File: src/sv/phpv_pkg.sv
`default_nettype none
// ----------------------------------------------------------------------------
// phpv_pkg
// Shared types, constants and control store for the piezo hit peak block.
// ----------------------------------------------------------------------------
package phpv_pkg;

	localparam int unsigned VEL_MIN  = 35;
	localparam int unsigned VEL_MAX  = 127;
	localparam int unsigned MV_FULL  = 3300;
	localparam int unsigned ADC_FULL = 65535;

	// per-mode threshold and full-scale in mV, unused codes act as fallback
	localparam logic [11:0] THR_MV [8] = '{
		12'd1000, 12'd150, 12'd90, 12'd90, 12'd150, 12'd120, 12'd150, 12'd150
	};
	localparam logic [11:0] FULL_MV [8] = '{
		12'd2000, 12'd1500, 12'd2000, 12'd2200, 12'd1900, 12'd1800, 12'd1900, 12'd1900
	};

	localparam logic [2:0] MODE_RESET = 3'd5;

	typedef enum logic [3:0] {
		ST_WAIT     = 4'd0,
		ST_TRACK    = 4'd1,
		ST_TEST_REJ = 4'd2,
		ST_TEST_END = 4'd3,
		ST_MV_MUL   = 4'd4,
		ST_MV_FIX   = 4'd5,
		ST_V_MUL    = 4'd6,
		ST_V_ADD    = 4'd7,
		ST_EMIT_HIT = 4'd8,
		ST_EMIT_REJ = 4'd9
	} step_t;

	typedef enum logic [3:0] {
		OP_NOP,
		OP_TAKE,
		OP_TRACK,
		OP_MV_MUL,
		OP_MV_FIX,
		OP_V_MUL,
		OP_V_ADD,
		OP_EMIT_HIT,
		OP_EMIT_REJ
	} op_t;

	typedef enum logic [2:0] {
		COND_NONE,
		COND_ACCEPT,
		COND_REJECT,
		COND_DONE,
		COND_OUT_BUSY
	} cond_t;

	typedef struct packed {
		op_t   op;
		cond_t cond;
		step_t jump;
		step_t next;
	} uword_t;

	// control store: jump when the condition holds, else go to next
	function automatic uword_t ucode(input step_t s);
		uword_t w;
		case (s)
			ST_WAIT:     w = '{OP_TAKE,     COND_ACCEPT,   ST_TRACK,    ST_WAIT};
			ST_TRACK:    w = '{OP_TRACK,    COND_NONE,     ST_WAIT,     ST_TEST_REJ};
			ST_TEST_REJ: w = '{OP_NOP,      COND_REJECT,   ST_EMIT_REJ, ST_TEST_END};
			ST_TEST_END: w = '{OP_NOP,      COND_DONE,     ST_MV_MUL,   ST_WAIT};
			ST_MV_MUL:   w = '{OP_MV_MUL,   COND_NONE,     ST_WAIT,     ST_MV_FIX};
			ST_MV_FIX:   w = '{OP_MV_FIX,   COND_NONE,     ST_WAIT,     ST_V_MUL};
			ST_V_MUL:    w = '{OP_V_MUL,    COND_NONE,     ST_WAIT,     ST_V_ADD};
			ST_V_ADD:    w = '{OP_V_ADD,    COND_NONE,     ST_WAIT,     ST_EMIT_HIT};
			ST_EMIT_HIT: w = '{OP_EMIT_HIT, COND_OUT_BUSY, ST_EMIT_HIT, ST_WAIT};
			ST_EMIT_REJ: w = '{OP_EMIT_REJ, COND_OUT_BUSY, ST_EMIT_REJ, ST_WAIT};
			default:     w = '{OP_NOP,      COND_NONE,     ST_WAIT,     ST_WAIT};
		endcase
		return w;
	endfunction

endpackage
`default_nettype wire

File: src/sv/piezo_hit_peak_velocity.sv
`default_nettype none
// ----------------------------------------------------------------------------
// piezo_hit_peak_velocity
// Captures the peak of a piezo hit over a tick window and maps it to a
// note velocity; spurious hits are rejected early.
// ----------------------------------------------------------------------------
// One input word per sample tick (in_valid/in_stall): ADC sample, comparator
// level and falling-edge flag. An edge while idle opens a capture window;
// the tick that opens it takes no sample. Ticks in the window track the peak.
// At tick REJECT_TICK a high comparator drops the hit and a rejected word
// (status 1, zeros) is sent. At tick WINDOW_TICKS the peak is converted to mV
// and mapped to a velocity clamped to 35..127.
// Output words leave through out_valid/out_stall from a holding register.
// A microcoded sequencer runs each tick: an ordinary tick passes through
// take, track and two test steps; a rejected hit goes from the reject test
// to an emit step, and a finished hit adds two multiply steps, one
// correction, one add and one emit after the tests. The emit step waits while
// the holding register is full and stalled. The next tick is taken once the
// sequencer is back at its wait step, even while an earlier word still waits
// in the holding register.
// Reset clears the window state and the output valid flag, and restores the
// power-on sensitivity mode 5. cfg_write_en writes the mode.
// ----------------------------------------------------------------------------
module piezo_hit_peak_velocity #(
	parameter int FRAC_BITS    = 16,
	parameter int REJECT_TICK  = 4,
	parameter int WINDOW_TICKS = 20
) (
	input  wire logic        clk,
	input  wire logic        arst_n,
	input  wire logic        cfg_write_en,
	input  wire logic [2:0]  cfg_write_data,
	input  wire logic        in_valid,
	output logic             in_stall,
	input  wire logic [15:0] adc_sample,
	input  wire logic        comparator_high,
	input  wire logic        hit_edge,
	output logic             out_valid,
	input  wire logic        out_stall,
	output logic             hit_status,
	output logic [6:0]       velocity,
	output logic [11:0]      peak_millivolts
);

	localparam int SW = FRAC_BITS - 2;   // slope width
	localparam int PW = 12 + SW;         // mv * slope
	localparam int VW = FRAC_BITS + 12;  // signed velocity accumulator

	localparam longint ONE  = longint'(1) << FRAC_BITS;
	localparam longint HALF = longint'(1) << (FRAC_BITS - 1);
	localparam longint SPAN = longint'(phpv_pkg::VEL_MAX - phpv_pkg::VEL_MIN);
	localparam longint VMIN = longint'(phpv_pkg::VEL_MIN);

	localparam longint SLOPE [8] = '{
		SPAN * ONE / longint'(phpv_pkg::FULL_MV[0] - phpv_pkg::THR_MV[0]),
		SPAN * ONE / longint'(phpv_pkg::FULL_MV[1] - phpv_pkg::THR_MV[1]),
		SPAN * ONE / longint'(phpv_pkg::FULL_MV[2] - phpv_pkg::THR_MV[2]),
		SPAN * ONE / longint'(phpv_pkg::FULL_MV[3] - phpv_pkg::THR_MV[3]),
		SPAN * ONE / longint'(phpv_pkg::FULL_MV[4] - phpv_pkg::THR_MV[4]),
		SPAN * ONE / longint'(phpv_pkg::FULL_MV[5] - phpv_pkg::THR_MV[5]),
		SPAN * ONE / longint'(phpv_pkg::FULL_MV[6] - phpv_pkg::THR_MV[6]),
		SPAN * ONE / longint'(phpv_pkg::FULL_MV[7] - phpv_pkg::THR_MV[7])
	};

	// intercept with the rounding half folded in
	localparam longint BIAS [8] = '{
		VMIN * ONE - longint'(phpv_pkg::THR_MV[0]) * SLOPE[0] + HALF,
		VMIN * ONE - longint'(phpv_pkg::THR_MV[1]) * SLOPE[1] + HALF,
		VMIN * ONE - longint'(phpv_pkg::THR_MV[2]) * SLOPE[2] + HALF,
		VMIN * ONE - longint'(phpv_pkg::THR_MV[3]) * SLOPE[3] + HALF,
		VMIN * ONE - longint'(phpv_pkg::THR_MV[4]) * SLOPE[4] + HALF,
		VMIN * ONE - longint'(phpv_pkg::THR_MV[5]) * SLOPE[5] + HALF,
		VMIN * ONE - longint'(phpv_pkg::THR_MV[6]) * SLOPE[6] + HALF,
		VMIN * ONE - longint'(phpv_pkg::THR_MV[7]) * SLOPE[7] + HALF
	};

	localparam logic [4:0] REJ_T = 5'(REJECT_TICK);
	localparam logic [4:0] WIN_T = 5'(WINDOW_TICKS);

	// control state
	phpv_pkg::step_t step_q;
	logic [2:0]      mode_q;
	logic            capturing_q;
	logic [4:0]      tick_q;
	logic            reject_q;
	logic            done_q;
	logic            out_valid_q;

	// datapath
	logic [15:0]          sample_q;
	logic                 comp_q;
	logic                 edge_q;
	logic [15:0]          peak_q;
	logic [27:0]          prod_q;
	logic [11:0]          mv_q;
	logic [PW-1:0]        vprod_q;
	logic signed [VW-1:0] v_q;
	logic                 status_q;
	logic [6:0]           vel_q;
	logic [11:0]          pmv_q;

	phpv_pkg::uword_t uw;
	logic             cond_hit;
	logic             out_busy;
	logic             accept;
	logic             emit_step;
	logic [4:0]       tick_nxt;
	logic [11:0]      mv_q0;
	logic [16:0]      mv_rem;
	logic [11:0]      mv_fixed;
	logic [SW-1:0]    slope_w;
	logic signed [VW-1:0] bias_w;
	logic [11:0]      v_int;
	logic [6:0]       vel_clamped;

	assign uw        = phpv_pkg::ucode(step_q);
	assign out_busy  = out_valid_q && out_stall;
	assign in_stall  = (uw.op != phpv_pkg::OP_TAKE);
	assign accept    = in_valid && !in_stall;
	assign emit_step = (uw.op == phpv_pkg::OP_EMIT_HIT) || (uw.op == phpv_pkg::OP_EMIT_REJ);
	assign tick_nxt  = tick_q + 5'd1;

	always_comb begin
		case (uw.cond)
			phpv_pkg::COND_NONE:     cond_hit = 1'b0;
			phpv_pkg::COND_ACCEPT:   cond_hit = accept;
			phpv_pkg::COND_REJECT:   cond_hit = reject_q;
			phpv_pkg::COND_DONE:     cond_hit = done_q;
			phpv_pkg::COND_OUT_BUSY: cond_hit = out_busy;
			default:                 cond_hit = 1'b0;
		endcase
	end

	// floor(x / 65535): one correction step after the shift
	assign mv_q0    = prod_q[27:16];
	assign mv_rem   = {1'b0, prod_q[15:0]} + 17'(mv_q0);
	assign mv_fixed = (mv_rem >= 17'(phpv_pkg::ADC_FULL)) ? mv_q0 + 12'd1 : mv_q0;

	assign slope_w = SW'(SLOPE[mode_q]);
	assign bias_w  = VW'(BIAS[mode_q]);

	assign v_int = v_q[VW-1:FRAC_BITS];
	always_comb begin
		if (v_q < 0)
			vel_clamped = 7'(phpv_pkg::VEL_MIN);
		else if (v_int > 12'(phpv_pkg::VEL_MAX))
			vel_clamped = 7'(phpv_pkg::VEL_MAX);
		else if (v_int < 12'(phpv_pkg::VEL_MIN))
			vel_clamped = 7'(phpv_pkg::VEL_MIN);
		else
			vel_clamped = v_int[6:0];
	end

	always_ff @(posedge clk or negedge arst_n) begin
		if (!arst_n) begin
			step_q      <= phpv_pkg::ST_WAIT;
			mode_q      <= phpv_pkg::MODE_RESET;
			capturing_q <= 1'b0;
			tick_q      <= 5'd0;
			reject_q    <= 1'b0;
			done_q      <= 1'b0;
			out_valid_q <= 1'b0;
		end else begin
			step_q <= cond_hit ? uw.jump : uw.next;
			if (cfg_write_en)
				mode_q <= cfg_write_data;
			if (emit_step && !out_busy)
				out_valid_q <= 1'b1;
			else if (out_valid_q && !out_stall)
				out_valid_q <= 1'b0;
			case (uw.op)
				phpv_pkg::OP_TRACK: begin
					reject_q <= 1'b0;
					done_q   <= 1'b0;
					if (!capturing_q) begin
						if (edge_q) begin
							capturing_q <= 1'b1;
							tick_q      <= 5'd0;
						end
					end else if (tick_nxt == REJ_T && comp_q) begin
						reject_q    <= 1'b1;
						capturing_q <= 1'b0;
						tick_q      <= 5'd0;
					end else if (tick_nxt == WIN_T) begin
						done_q      <= 1'b1;
						capturing_q <= 1'b0;
						tick_q      <= 5'd0;
					end else begin
						tick_q <= tick_nxt;
					end
				end
				default: begin
				end
			endcase
		end
	end

	always_ff @(posedge clk) begin
		case (uw.op)
			phpv_pkg::OP_TAKE: begin
				if (accept) begin
					sample_q <= adc_sample;
					comp_q   <= comparator_high;
					edge_q   <= hit_edge;
				end
			end
			phpv_pkg::OP_TRACK: begin
				if (!capturing_q) begin
					if (edge_q)
						peak_q <= 16'd0;
				end else if (sample_q > peak_q) begin
					peak_q <= sample_q;
				end
			end
			phpv_pkg::OP_MV_MUL: prod_q  <= 28'(peak_q) * 28'(phpv_pkg::MV_FULL);
			phpv_pkg::OP_MV_FIX: mv_q    <= mv_fixed;
			phpv_pkg::OP_V_MUL:  vprod_q <= PW'(mv_q) * PW'(slope_w);
			phpv_pkg::OP_V_ADD:  v_q     <= VW'($signed({1'b0, vprod_q})) + bias_w;
			phpv_pkg::OP_EMIT_HIT: begin
				if (!out_busy) begin
					status_q <= 1'b0;
					vel_q    <= vel_clamped;
					pmv_q    <= mv_q;
				end
			end
			phpv_pkg::OP_EMIT_REJ: begin
				if (!out_busy) begin
					status_q <= 1'b1;
					vel_q    <= 7'd0;
					pmv_q    <= 12'd0;
				end
			end
			default: begin
			end
		endcase
	end

	assign out_valid       = out_valid_q;
	assign hit_status      = status_q;
	assign velocity        = vel_q;
	assign peak_millivolts = pmv_q;

endmodule
`default_nettype wire

File: config.mk
export PLATFORM = sky130hd
export DESIGN_NAME = piezo_hit_peak_velocity
export DESIGN_NICKNAME = d
export VERILOG_FILES = /design/src/sv/phpv_pkg.sv /design/src/sv/piezo_hit_peak_velocity.sv
export SDC_FILE = /design/constraint.sdc
export NUM_CORES = 1
export LEC_CHECK = 0
export BUFFER_PORTS_ARGS = -buffer_cell sky130_fd_sc_hd__buf_2
export CORE_UTILIZATION = 55
export DETAILED_ROUTE_END_ITERATION = 8
export GPL_ROUTABILITY_DRIVEN = 0
export PLACE_DENSITY = 0.72
export SYNTH_ARGS = -nofsm -noshare
export SYNTH_HDL_FRONTEND = slang
export SYNTH_SLANG_ARGS = --single-unit
File: constraint.sdc
create_clock -name clk -period 13.13 [get_ports clk]
set_clock_uncertainty 0.05 [all_clocks]
set_input_delay 2.626 -clock clk [delete_from_list [all_inputs] [get_ports clk]]
set_output_delay 2.626 -clock clk [all_outputs]
set_load 0.005 [all_outputs]
==> results.sh, run 1 <==
export IMPL_setup_viol=0
export IMPL_ioPinCount=48
export IMPL_cts_setup_buffers=0
export IMPL_antenna_found_initial=0
export IMPL_io_buffers=47
export IMPL_drtIter0Drc=588
export IMPL_synth_area_mux_share_pct=0.656
export IMPL_htree_levels=4
export IMPL_routed_wl_um=31900
export IMPL_arrival_ns=7.31
export IMPL_cts_buffers_inserted=17
export IMPL_layout_drive_gt1_share_pct=7.31
export IMPL_fin_crit_sh_pct=54.6
export IMPL_r2r_start="mode_q[0]$_DFFE_PN1P_"
export IMPL_die_w_um=169
export IMPL_tritoncts="yes"
export IMPL_ctsResizeCount=0
export IMPL_areaGrowthSynthToFinish_pct=8.02
export IMPL_final_cell_mix="inv_1 (267), ha_1 (211), fa_1 (159)"
export IMPL_nets=1915
export IMPL_fill_cells=2193
export IMPL_whs_ns=0.429
export IMPL_synth_simple_area_share_pct=12.7
export IMPL_r2r_slack_ns=5.97
export IMPL_cts_clk_slew_worst_paths_ns=0.07
export IMPL_worst_hold_path_num_cells=2
export IMPL_row_count=60
export IMPL_final_common_cell="inv_1"
export IMPL_die_y_um=169
export IMPL_synth_edf_count=129
export IMPL_hp_class="flop to flop"
export IMPL_r2r_end="vprod_q[25]$_DFFE_PN_"
export IMPL_crit_type="flop to flop"
export IMPL_finalCriticalPeriod_ns=7.16
export IMPL_grt_max_degree=29
export IMPL_worstMarginPinSlew_ns=1.14
export IMPL_vias=10400
export IMPL_cts_sinks=145
export IMPL_register_area_um2=4280
export IMPL_syn_inst=1484
export IMPL_status="finished clean"
export IMPL_max_slew_margin_pct=23.8
export IMPL_synthesis_nets=1880
export IMPL_avgSynthCellArea_um2=10.3
export IMPL_slew_viol_final=0
export IMPL_cp_max_fo=12
export IMPL_fin_util_pct=60.8
export IMPL_drc=0
export IMPL_critPathRequiredTime_ns=13.27
export IMPL_ys_ff_latch=145
export IMPL_multi_input_area_um2=9850
export IMPL_clockRootBuffer="clkbuf_16"
export IMPL_wl_per_cell_um=16.7
export IMPL_max_freq_mhz=140
export IMPL_ys_seq_area_share_pct=28.0
export IMPL_max_cap_viol_count=0
export IMPL_viasPerCell=5.49
export IMPL_grtUsageTotal_pct=24.0
export IMPL_hold_path_end="done_q$_DFFE_PN0P_"
export IMPL_grt_pass1_wl_um=53200
export IMPL_fin_setup_tns_ns=0
export IMPL_worst_skew_pair_late_latency_ns=0.44
export IMPL_hold_buffers=0
export IMPL_design_core_area_um2=27100
export IMPL_synthDistinctLibCells=70
export IMPL_cp_end_kind="flop"
export IMPL_grt_setup_unrepaired="no"
export IMPL_synth_area_um2=15200
export IMPL_synth_top_family_by_area="adder cells"
export IMPL_start_kind="flop"
export IMPL_antennaDiodeCount=0
export IMPL_synthXorXnorAreaFrac_pct=3.73
export IMPL_yosys_warnings=0
export IMPL_synth_compound_area_share_pct=9.11
export IMPL_r2r_cells=23
export IMPL_grt_pass1_vias=11000
export IMPL_hpwl_um=25400
export IMPL_async_flop_share_pct=11.0
export IMPL_synth_main_ff_cell="edfxtp_1"
export IMPL_dieArea_um2=28400
export IMPL_grt_ovfl_total=0
export IMPL_start_util_pct=56.3
export IMPL_hp_start="done_q$_DFFE_PN0P_"
export IMPL_clockBufferDepth=2
export IMPL_synth_adder_area_share_pct=38.2
export IMPL_final_hold_viol_count=0
export IMPL_postRouteAntennaNets=0
export IMPL_dr_pass1_iters=6
==> state kept, by name, indices dropped and copies added (netlist names), 3 cells and up <==
| signal | count |
|---|---|
| prod_q | 26 |
| vprod_q | 25 |
| peak_q | 16 |
| sample_q | 16 |
| mv_q | 12 |
| peak_millivolts | 12 |
| v_q | 12 |
| velocity | 7 |
| tick_q | 5 |
| step_q | 4 |
| mode_q | 3 |
==> critical path, stage by stage, from the launching register on <==
cell and delay, ns:
dfstp_2 0.60, inv_1 0.11, ha_1 0.33, nand2b_1 0.31, nand2_1 0.38, and2_1 0.32
fa_1 0.51, inv_1 0.05, fa_1 0.47, fa_1 0.49, inv_1 0.06, fa_1 0.53
inv_1 0.05, fa_1 0.52, inv_1 0.04, ha_1 0.22, nor3_1 0.18, o211ai_1 0.15
a41oi_1 0.41, o21ai_0 0.28, a211o_1 0.36, a41o_1 0.23, a21oi_1 0.17, xnor2_1 0.08
==> routing by layer <==
metal	vias up	track usage (%)	part of all wire, %
li1	5023	-	-
met1	5108	28.6	41
met2	240	43.6	52
met3	74	3.34	3.7
met4	0	10.3	3.6
met5	-	0	0
==> how the worst max path moves through the flow <==
stage	startpoint	endpoint	slack, ns	depth (start not counted)
detailed placement	mode_q[0]$_DFFE_PN1P_	vprod_q[25]$_DFFE_PN_	6.02	23
global route	mode_q[0]$_DFFE_PN1P_	vprod_q[25]$_DFFE_PN_	5.54	23
floorplan	mode_q[0]$_DFFE_PN1P_	vprod_q[24]$_DFFE_PN_	6.67	25
finish	mode_q[0]$_DFFE_PN1P_	vprod_q[25]$_DFFE_PN_	5.97	23
global placement	mode_q[0]$_DFFE_PN1P_	vprod_q[25]$_DFFE_PN_	6.20	23
CTS	mode_q[0]$_DFFE_PN1P_	vprod_q[25]$_DFFE_PN_	6.00	23
==> area by class of cell <==
cell class | instances | area share (%)
multi-input cells | 1034 | 59.8
flip-flops and latches | 145 | 26.0
inverters | 267 | 6.08
well taps | 372 | 2.83
clock buffers | 17 | 2.58
repair buffers | 54 | 1.75
clock inverters | 15 | 1.00
==> kinds of logic (layout without fill, tap and decap cells) <==
logic type	after synthesis	count (layout)
adder cells (fa/ha/maj)	370	370
flip-flops	145	145
XOR/XNOR	65	65
AO/OA/AOI/OAI	207	207
buffers and inverters	305	353
multiplexers	9	9
AND/OR/NAND/NOR	383	383
==> cells in the mapped netlist, drive strengths merged (10+ instances only) <==
master	n	area [um^2]
inv	267	1000
ha	211	2640
fa	159	3180
edfxtp	129	3870
nand2	121	454
and2	73	457
a21oi	55	275
nor2	54	203
xnor2	49	429
o21ai	45	225
clkbuf	37	139
nor2b	30	188
a21o	23	173
nor3	19	95.1
nand4	17	106
xor2	16	140
and3	15	93.8
nand3	15	75.1
dfrtp	14	350
nand2b	10	62.6
==> metrics by stage <==
step | setup WS [ns] | instances | instance area, um^2
after floorplan | 6.67 | 1484 | 15200
final | 5.97 | 1904 | 16500
after CTS | 6.00 | 1904 | 16500
after global placement | 6.20 | 1872 | 15900
after detailed placement | 6.02 | 1872 | 15900
after global routing | 5.54 | 1904 | 16500
Power of run 1 is left out: the tool's default activity adds up to more than one toggle a clock period on the data nets, which glitch-free logic cannot reach.
==> run 2: changes to the inputs <==
--- a/config.mk
+++ b/config.mk
@@ -9,7 +9,7 @@
 export CORE_UTILIZATION = 55
 export DETAILED_ROUTE_END_ITERATION = 8
 export GPL_ROUTABILITY_DRIVEN = 0
-export PLACE_DENSITY = 0.72
+export PLACE_DENSITY = 0.75
 export SYNTH_ARGS = -nofsm -noshare
 export SYNTH_HDL_FRONTEND = slang
 export SYNTH_SLANG_ARGS = --single-unit
==> constraint.sdc (replaced) <==
create_clock -name clk -period 5.9 [get_ports clk]
set_clock_uncertainty 0.05 [all_clocks]
set_input_delay 1.18 -clock clk [delete_from_list [all_inputs] [get_ports clk]]
set_output_delay 1.18 -clock clk [all_outputs]
set_load 0.005 [all_outputs]
==> results.sh, run 2 (synthesis results as in run 1) <==
export IMPL_slowest_stage="dfstp_2"
export IMPL_hpwl_um=26900
export IMPL_drc=0
export IMPL_setup_viol=3
export IMPL_design_area_um2=17400
export IMPL_antennaDiodeCount=0
export IMPL_top_register="prod_q"
export IMPL_postRouteAntennaNets=0
export IMPL_final_hold_viol_count=0
export IMPL_status="finished, violations left"
export IMPL_violations="setup timing"
export IMPL_cp_max_fo=6
export IMPL_max_slew_margin_pct=25.0
export IMPL_row_count=60
export IMPL_start_kind="flop"
export IMPL_wl_per_cell_um=17.2
export IMPL_fin_crit_sh_pct=103
export IMPL_crit_type="flop to flop"
export IMPL_fin_ws_ns=-0.166
export IMPL_dpl_cell_area_um2=16500
export IMPL_grt_pass1_wl_um=56100
export IMPL_antenna_found_initial=0
export IMPL_max_cap_viol_count=0
export IMPL_clockRootBuffer="clkbuf_16"
export IMPL_routed_wl_um=34200
export IMPL_hp_class="flop to flop"
export IMPL_grtUsageTotal_pct=25.2
export IMPL_fill_cells=2060
export IMPL_areaGrowthSynthToFinish_pct=14.4
export IMPL_design_core_area_um2=27100
export IMPL_ioPinCount=48
export IMPL_dieArea_um2=28400
export IMPL_worst_skew_pair_late_latency_ns=0.44
export IMPL_viasPerCell=5.50
export IMPL_cp_slowest_stage_delay_ns=0.60
export IMPL_cts_sinks=145
export IMPL_register_area_um2=4280
export IMPL_critPathRequiredTime_ns=6.04
export IMPL_cp_end_kind="flop"
export IMPL_multi_input_area_um2=10200
export IMPL_largest_reg_flops=26
export IMPL_die_y_um=169
export IMPL_grt_ovfl_total=0
export IMPL_die_w_um=169
export IMPL_final_common_cell="inv_1"
export IMPL_grt_max_degree=29
export IMPL_max_freq_mhz=165
export IMPL_post_place_cells=1940
export IMPL_drtIter0Drc=709
export IMPL_dr_pass1_iters=6
export IMPL_hold_buffers=0
export IMPL_arrival_ns=6.21
export IMPL_grt_setup_unrepaired="yes"
export IMPL_htree_levels=4
export IMPL_cp_num_buf_inv=6
export IMPL_vias=10900
export IMPL_final_cell_mix="inv_1 (260), ha_1 (197), fa_1 (153)"
export IMPL_nets=1996
export IMPL_cp_cell_sequence="buf_6 > or2b_4 > nand2_1 > buf_6 > buf_4 > nand2_1 > fa_1 > fa_2 > inv_1 > ha_4 > fa_1 > inv_1 > fa_1 > inv_1 > ha_1 > o21ai_0 > a21oi_2 > a41oi_2 > o21ai_2 > a211o_1 > a41o_1 > a21oi_2 > xnor2_1"
export IMPL_tritoncts="yes"
export IMPL_clockBufferDepth=2
export IMPL_worstMarginPinSlew_ns=1.13
export IMPL_cts_clk_slew_worst_paths_ns=0.07
export IMPL_layout_drive_gt1_share_pct=15.6
export IMPL_instances_no_fill=1985
export IMPL_cts_buffers_inserted=17
export IMPL_top_regs="prod_q (26), vprod_q (25)"
export IMPL_grt_pass1_vias=11400
export IMPL_path_delay_family="adder cells"
export IMPL_io_buffers=47
export IMPL_start_util_pct=56.3
export IMPL_finalCriticalPeriod_ns=6.07
export IMPL_slew_viol_final=0
## run 2: timing repair
| item | CTS | global route |
|---|---|---|
| hold endpoints to repair | 0 | 0 |
| setup buffers | 3 | 10 |
| pin swaps | 6 | 41 |
| endpoints found under the setup margin | 6 | 12 |
| gates resized for setup | 11 | 57 |
## run 2: per-stage QoR
step	util (%)	hold WS (ns)	TNS (ns)	worst slack, ns
after floorplan	-	0.394	0	0.00887
final	64.3	0.431	-0.290	-0.166
after global placement	60.7	0.409	-0.216	-0.106
after CTS	63.2	0.444	-0.0158	-0.0158
after detailed placement	60.7	0.428	-0.611	-0.200
after global routing	64.3	0.456	-1.23	-0.310
## run 2: cell type report
class,count,area share [%]
Timing Repair Buffer,135,5.29
Multi-Input combinational cell,1034,58.3
Tap cell,372,2.67
Inverter,267,5.78
Sequential cell,145,24.5
Clock buffer,17,2.44
Clock inverter,15,1.05
## run 2: path summary, 6_finish.rpt
path                       cells past startpoint  slack [ns]                     to                   from
max reg2reg                                   23       -0.17  vprod_q[25]$_DFFE_PN_  mode_q[0]$_DFFE_PN1P_
min                                            2        0.43     done_q$_DFFE_PN0P_     done_q$_DFFE_PN0P_
max in group asynchronous                      1        4.83  mode_q[2]$_DFFE_PN1P_                 arst_n
min reg2reg                                    2        0.43     done_q$_DFFE_PN0P_     done_q$_DFFE_PN0P_
min in group asynchronous                      1        0.63  tick_q[1]$_DFFE_PN0P_                 arst_n
max                                           23       -0.17  vprod_q[25]$_DFFE_PN_  mode_q[0]$_DFFE_PN1P_
## run 2: per-layer routing
metal  vias up  GRT usage [%]  share of wire [%]
met3        90           3.58                4.5
met2       342           45.3                 51
li1       5167              -                  -
met5         -              0                  0
met4         0           10.4                3.5
met1      5321           30.5                 41
## run 2: tightest hold or removal path: stages (launching register included)
cell	delay [ns]
dfrtp_1	0.34
nand2_1	0.04
o21ai_0	0.06
Power of run 2 is left out for the same reason.
==> run 3: changes to the inputs <==
--- a/config.mk
+++ b/config.mk
@@ -6,10 +6,10 @@
 export NUM_CORES = 1
 export LEC_CHECK = 0
 export BUFFER_PORTS_ARGS = -buffer_cell sky130_fd_sc_hd__buf_2
-export CORE_UTILIZATION = 55
+export CORE_UTILIZATION = 43
 export DETAILED_ROUTE_END_ITERATION = 8
 export GPL_ROUTABILITY_DRIVEN = 0
-export PLACE_DENSITY = 0.75
+export HOLD_SLACK_MARGIN = 0.12
 export SYNTH_ARGS = -nofsm -noshare
 export SYNTH_HDL_FRONTEND = slang
 export SYNTH_SLANG_ARGS = --single-unit
==> results.sh, run 3 (synthesis results as in run 1) <==
export IMPL_antennaDiodeCount=0
export IMPL_cts_sinks=145
export IMPL_fin_ws_ns=0.0467
export IMPL_critPathRequiredTime_ns=6.04
export IMPL_worstMarginPinSlew_ns=0.802
export IMPL_grt_max_degree=27
export IMPL_cts_clk_slew_worst_paths_ns=0.07
export IMPL_cts_buffers_inserted=17
export IMPL_cp_end_kind="flop"
export IMPL_final_common_cell="inv_1"
export IMPL_fin_setup_tns_ns=0
export IMPL_status="finished clean"
export IMPL_htree_levels=4
export IMPL_grtUsageTotal_pct=18.8
export IMPL_dr_pass1_iters=5
export IMPL_drc=0
export IMPL_cp_cell_sequence="inv_2 > ha_4 > nand2b_4 > nand2_4 > buf_6 > and2_4 > fa_1 > inv_1 > fa_1 > inv_1 > fa_1 > fa_1 > inv_1 > fa_1 > inv_1 > ha_4 > a21o_1 > a41oi_4 > o21ai_4 > a211o_1 > a41o_1 > a21oi_2 > xnor2_1"
export IMPL_vias=10600
export IMPL_worst_skew_pair_late_latency_ns=0.44
export IMPL_nets=1994
export IMPL_max_freq_mhz=171
export IMPL_row_count=68
export IMPL_largest_reg_flops=26
export IMPL_fin_util_pct=50.6
export IMPL_wl_per_cell_um=15.7
export IMPL_areaGrowthSynthToFinish_pct=15.2
export IMPL_clockBufferDepth=2
export IMPL_grt_setup_unrepaired="yes"
export IMPL_grt_pass1_vias=10600
export IMPL_cp_slowest_stage_delay_ns=0.56
export IMPL_top_regs="prod_q (26), vprod_q (25)"
export IMPL_max_cap_viol_count=0
export IMPL_finalCriticalPeriod_ns=5.85
export IMPL_start_kind="flop"
export IMPL_tritoncts="yes"
export IMPL_die_w_um=190
export IMPL_arrival_ns=6.00
export IMPL_postRouteAntennaNets=0
export IMPL_dieArea_um2=36200
export IMPL_hpwl_um=26600
export IMPL_layout_drive_gt1_share_pct=16.2
export IMPL_path_delay_family="adder cells"
export IMPL_viasPerCell=5.11
export IMPL_grt_pass1_wl_um=53100
export IMPL_slew_viol_final=0
export IMPL_final_cell_mix="inv_1 (253), ha_1 (196), fa_1 (153)"
export IMPL_clockRootBuffer="clkbuf_16"
export IMPL_max_slew_margin_pct=45.9
export IMPL_ioPinCount=48
export IMPL_die_y_um=190
export IMPL_io_buffers=47
export IMPL_setup_viol=0
export IMPL_fin_crit_sh_pct=99.2
export IMPL_routed_wl_um=32400
export IMPL_top_register="prod_q"
export IMPL_path_common_cell="fa_1"
export IMPL_grt_ovfl_total=0
export IMPL_cp_num_buf_inv=6
export IMPL_design_core_area_um2=34700
export IMPL_drtIter0Drc=427
export IMPL_cp_max_fo=6
export IMPL_hp_class="flop to flop"
export IMPL_dp_slack_ns=-0.201
export IMPL_start_util_pct=43.9
export IMPL_slowest_stage="dfstp_2"
export IMPL_antenna_found_initial=0
export IMPL_final_hold_viol_count=0
export IMPL_crit_type="flop to flop"
[run 3: cell count changes in the layout (fill, tap and decap cells not counted), moves of 3 or more]
cell,previous run,this run
clkinv_8,5,0
inv_2,5,14
ha_4,12,9
ha_2,2,6
inv_8,6,1
o21ai_1,5,2
inv_1,260,253
buf_4,81,78
[run 3: through the flow]
| step | instances | hold slack, ns | area (um^2) |
|---|---|---|---|
| after floorplan | 1484 | 0.394 | 15300 |
| after global placement | 2025 | 0.420 | 16600 |
| after detailed placement | 2025 | 0.423 | 16600 |
| after CTS | 2057 | 0.437 | 17200 |
| after global routing | 2066 | 0.475 | 17600 |
| final | 2066 | 0.432 | 17600 |
[run 3: path summary, 6_finish.rpt]
| path | startpoint | end | slack, ns | cells past startpoint |
|---|---|---|---|---|
| hold reg to reg | done_q$_DFFE_PN0P_ | done_q$_DFFE_PN0P_ | 0.43 | 2 |
| max in group asynchronous | arst_n | mode_q[2]$_DFFE_PN1P_ | 4.84 | 1 |
| setup / recovery | mode_q[0]$_DFFE_PN1P_ | vprod_q[25]$_DFFE_PN_ | 0.05 | 23 |
| setup reg to reg | mode_q[0]$_DFFE_PN1P_ | vprod_q[25]$_DFFE_PN_ | 0.05 | 23 |
| min in group asynchronous | arst_n | reject_q$_DFFE_PN0P_ | 0.63 | 1 |
| hold / removal | done_q$_DFFE_PN0P_ | done_q$_DFFE_PN0P_ | 0.43 | 2 |
[run 3: cell type report]
type	count	area, um^2
Multi-Input combinational cell	1034	10200
Clock inverter	10	110
Inverter	267	1000
Tap cell	455	569
Sequential cell	145	4280
Timing Repair Buffer	133	920
Fill cell	3162	17100
Clock buffer	22	497
[run 3: routing by layer]
layer	GRT usage, %	vias to the layer above	wire [um]
li1	-	5174	-
met1	25.6	5208	15400
met2	30.8	157	15400
met3	4.25	20	1300
met4	3.82	0	294
met5	0	-	0
[run 3: timing repair]
item / CTS / global route
endpoints found under the setup margin: 4 / 10
buffers inserted: 0 / 9
gates resized for setup: 17 / 68
hold endpoints to repair: 0 / 0
hold buffers: 0 / 0
pin swaps: 11 / 55
[run 3: tightest hold or removal path, cell delays in order (launching register included)]
cell	delay [ns]
dfrtp_1	0.34
nand2_1	0.04
o21ai_0	0.06
Power of run 3 is left out for the same reason.
